--- config.mk ---
export PLATFORM = sky130hd
export DESIGN_NAME = banp_dist
export DESIGN_NICKNAME = d
export VERILOG_FILES = /design/src/design/banp_pkg.sv /design/src/design/banp_dist.sv
export SDC_FILE = /design/constraint.sdc
export NUM_CORES = 1
export LEC_CHECK = 0
export ABC_AREA = 1
export BUFFER_PORTS_ARGS = -buffer_cell sky130_fd_sc_hd__buf_4
export CAP_MARGIN = 15
export CELL_PAD_IN_SITES_DETAIL_PLACEMENT = 1
export CELL_PAD_IN_SITES_GLOBAL_PLACEMENT = 1
export CORE_MARGIN = 3
export CORE_UTILIZATION = 40
export CTS_BUF_LIST = sky130_fd_sc_hd__clkbuf_16
export DETAILED_ROUTE_END_ITERATION = 8
export GPL_TIMING_DRIVEN = 0
export HOLD_SLACK_MARGIN = 0.1
export PLACE_DENSITY_LB_ADDON = 0.1
export SLEW_MARGIN = 20
export SYNTH_ARGS = -nofsm -noshare
export SYNTH_HDL_FRONTEND = slang
export SYNTH_SLANG_ARGS = --single-unit
--- constraint.sdc ---
create_clock -name clk -period 7.2 [get_ports clk]
set_input_delay 0.36 -clock clk [delete_from_list [all_inputs] [get_ports clk]]
set_output_delay 0.36 -clock clk [all_outputs]
set_load 0.02 [all_outputs]
--- src/design/banp_pkg.sv ---
// shared types, constants and helpers for the box-average nearest-palette block
// no dependencies; imported by every module of the block
package banp_pkg;

  localparam int unsigned PAL_DEPTH = 256;
  localparam int unsigned PIX_COUNT = 9;
  localparam logic        OP_WRITE  = 1'b0;
  localparam logic        OP_BLOCK  = 1'b1;
  // floor(s / 9) for s <= 2295 as (s * 7282) >> 16
  localparam logic [12:0] RECIP9    = 13'd7282;

  typedef logic [7:0]  idx_t;
  typedef logic [23:0] rgb_t;
  typedef logic [11:0] sum_t;
  typedef logic [17:0] dist_t;

  typedef struct packed {
    logic op;
    idx_t entry_index;
    rgb_t entry_rgb;
    idx_t pix_00;
    idx_t pix_01;
    idx_t pix_02;
    idx_t pix_10;
    idx_t pix_11;
    idx_t pix_12;
    idx_t pix_20;
    idx_t pix_21;
    idx_t pix_22;
  } in_word_t;

  typedef struct packed {
    idx_t  nearest_index;
    dist_t best_distance;
  } out_word_t;

  // tag that travels with a search read
  typedef struct packed {
    logic v;
    idx_t idx;
    logic last;
  } srch_tag_t;

  typedef enum logic [2:0] {
    S_IDLE,
    S_LOOKUP,
    S_LKEND,
    S_AVG,
    S_SEARCH,
    S_DRAIN,
    S_OUT
  } state_t;

  function automatic logic [7:0] div9(input sum_t s);
    logic [24:0] p;
    p = 25'(s) * 25'(RECIP9);
    return p[23:16];
  endfunction

endpackage

--- src/design/banp_dist.sv ---
// squared rgb distance stage: one palette entry against the average, registered
// depends on banp_pkg
module banp_dist (
  input  logic               clk,
  input  logic               rst_n,
  input  banp_pkg::rgb_t     rgb,
  input  banp_pkg::rgb_t     avg,
  input  banp_pkg::srch_tag_t tag_in,
  output banp_pkg::dist_t    sq_dist,
  output banp_pkg::srch_tag_t tag_out
);
  import banp_pkg::*;

  logic [7:0]  dr, dg, db;
  logic [15:0] qr, qg, qb;
  dist_t       dist_nxt;
  dist_t       dist_r;
  srch_tag_t   tag_r;

  always_comb begin
    dr = (rgb[23:16] > avg[23:16]) ? rgb[23:16] - avg[23:16] : avg[23:16] - rgb[23:16];
    dg = (rgb[15:8] > avg[15:8]) ? rgb[15:8] - avg[15:8] : avg[15:8] - rgb[15:8];
    db = (rgb[7:0] > avg[7:0]) ? rgb[7:0] - avg[7:0] : avg[7:0] - rgb[7:0];
    qr = 16'(dr) * 16'(dr);
    qg = 16'(dg) * 16'(dg);
    qb = 16'(db) * 16'(db);
    dist_nxt = 18'(qr) + 18'(qg) + 18'(qb);
  end

  always_ff @(posedge clk) begin
    if (!rst_n) begin
      tag_r <= '0;
    end else begin
      tag_r <= tag_in;
    end
    dist_r <= dist_nxt;
  end

  assign sq_dist = dist_r;
  assign tag_out = tag_r;

endmodule

==> results.cfg <==
[yosys]
ys_seq_area_share_pct = 6.42
synth_fp_nets = 1458
netlist_instances = 1135
avgSynthCellArea_um2 = 7.69
ys_warn_count = 0
ys.flop_type = dfxtp_1
synth-edff-count = 0
synth.ff_latch_count = 28
synthTopCellsByArea = fa_1 (32%), ha_1 (18%), inv_1 (14%)
synth_area_leader_cell = fa_1
synth_common_cells = inv_1 (322), nand2_1 (204), fa_1 (139)
synth_largest_type_area_fraction_pct = 31.9
yosysMostFrequentCell = inv_1
synthArstFlopShare_pct = 0
netlist_area_mm2 = 0.00873
synth.distinct_cells = 38

[timing]
slew_headroom_pct = 69.7
slew_viol_final = 0
fmax_mhz = 145
worst_slew_pin_slew_ps = 454
setup_viol = 0
whs_ps = 276
finalCriticalPeriod_ps = 6910
min_period_over_period_pct = 95.9
hold_viol_final = 0

[floorplanning]
dieArea_mm2 = 0.0236
core-area_mm2 = 0.0212
initial_core_util_pct = 41.1
rows = 53
num_io_pins = 88
die_h_um = 154
die_w_um = 154

[layout]
layout.nets = 1561
diodes = 0
drive_gt1_share_pct = 16.7
syn2layout_area_growth_pct = 15.6
final_area_mm2 = 0.0101

[global_routing]
grt_pass1_vias = 7622
grt_util_met2_pct = 33.4
grt_use_met3_pct = 0.901
grt_max_degree = 17
use_met1_pct = 26.7
grt-busiest-layer = met2
antenna_found_initial = 0
grt_first_pass_wirelength_mm = 37.1
grt_use_total_pct = 18.8
grt_overflow = 0

[worst_setup_path]
cp.arrival_ps = 7060
slowest_stage = fa_1
critPathKind = input port to flip-flop
crit_required_ps = 7350
critPathCaptureType = flip-flop
worst_path_most_repeated_cell = fa_1
crit_fanout = 10
max_stage_delay_ps = 570
critPathLaunchType = input port

[outcome]
status = finished, final reports clean

[clock_tree]
clk_pin_slew_worst_paths_ps = 70
cts_tree = done
numCtsBuffers = 3
clockRootBuffer = clkbuf_16
h-tree-depth = 1
clock-sinks = 28
cts_buffer_depth = 2

[place]
hpwl_mm = 19.5
placed_area_mm2 = 0.00972
place.port_buffers = 86
place_congestion = 0.839

[worst_hold_path]
hold_path.class = input port to flip-flop

[detailed_routing]
drcViolationCount = 0
vias_per_cell = 4.70
drt-total-wl_mm = 21.8
ant_nets = 0
drt_iter0_drc = 218
num_vias = 7099
dr.pass1.iters = 4
wl_per_cell_um = 14.4

[job]
timing.max_cap.violations = 0
==> worst paths after layout <==
kind / slack (ps) / cells after the start / end / start
setup / recovery: 290 / 29 / sq_dist[17] / rgb[0]
hold / removal: 280 / 3 / tag_out[1] / tag_in[1]
==> flip-flops by register name, summed over array words and instances (netlist names) <==
| register | cells |
|---|---|
| tag_out | 10 |
| sq_dist | 18 |
==> layer usage <==
metal | wire (um) | share of wire [%]
met2 | 10800 | 50
met4 | 154 | 0.71
met1 | 10100 | 46
met3 | 686 | 3.1
met5 | 0 | 0
==> per-stage QoR <==
| stage | setup WS (ps) | util (%) | TNS (ps) | instances |
|---|---|---|---|---|
| after detailed placement | -795 | 45.8 | -7610 | 1496 |
| after global routing | -30.4 | 47.6 | -52.0 | 1512 |
| final | 295 | 47.6 | 0 | 1512 |
| after CTS | -16.0 | 46.7 | -24.4 | 1504 |
| after global placement | -755 | 45.8 | -7060 | 1496 |
| after floorplan | 401 | - | 0 | 1135 |
==> cell families after synthesis <==
logic type / after synthesis / share of synthesized area [%]
AND/OR/NAND/NOR: 390 / 20.0
adder cells (fa/ha/maj): 263 / 49.6
XOR/XNOR: 30 / 3.01
flip-flops: 28 / 6.42
AO/OA/AOI/OAI: 84 / 5.93
buffers and inverters: 340 / 15.0
==> cell type report <==
type,instances,area (um2)
Multi-Input combinational cell,767,7040
Inverter,329,1240
Sequential cell,28,561
Fill cell,2690,11100
Clock inverter,1,30.0
Timing Repair Buffer,98,736
Buffer,11,71.3
Tap cell,275,344
Clock buffer,3,75.1
==> critical path, delay by kind of cell <==
| family | cells | cell delay (ps) |
|---|---|---|
| AOI/OAI and AO/OA | 3 | 460 |
| adders and majority gates | 9 | 4350 |
| buffers and inverters | 8 | 860 |
| and+or+nand+nor | 9 | 1030 |
==> cells in the final DEF (no fill, tap or decap), types with 7 or more instances in the layout <==
| cell type | n |
|---|---|
| fa_1 | 137 |
| nand4_1 | 8 |
| xor2_1 | 17 |
| nor2_1 | 84 |
| xnor2_1 | 13 |
| dfxtp_1 | 28 |
| nand2_4 | 13 |
| buf_4 | 103 |
| ha_1 | 120 |
| a21oi_2 | 7 |
| nand3_1 | 33 |
| inv_2 | 8 |
| nand2_2 | 25 |
| nand2_1 | 201 |
| inv_1 | 319 |
| a21oi_1 | 33 |
| o21bai_1 | 8 |
| nor2_2 | 10 |
==> repair_timing <==
item,4_1_cts,5_1_grt
hold buffers,0,0
pin swaps,0,6
cloned,0,0
setup buffers,4,8
endpoints found under the setup margin,11,11
hold endpoints to repair,0,0
gates resized for setup,14,35
Power is not shown: default switching activity piles up to over one toggle a cycle in this logic, so the estimate is an artifact.
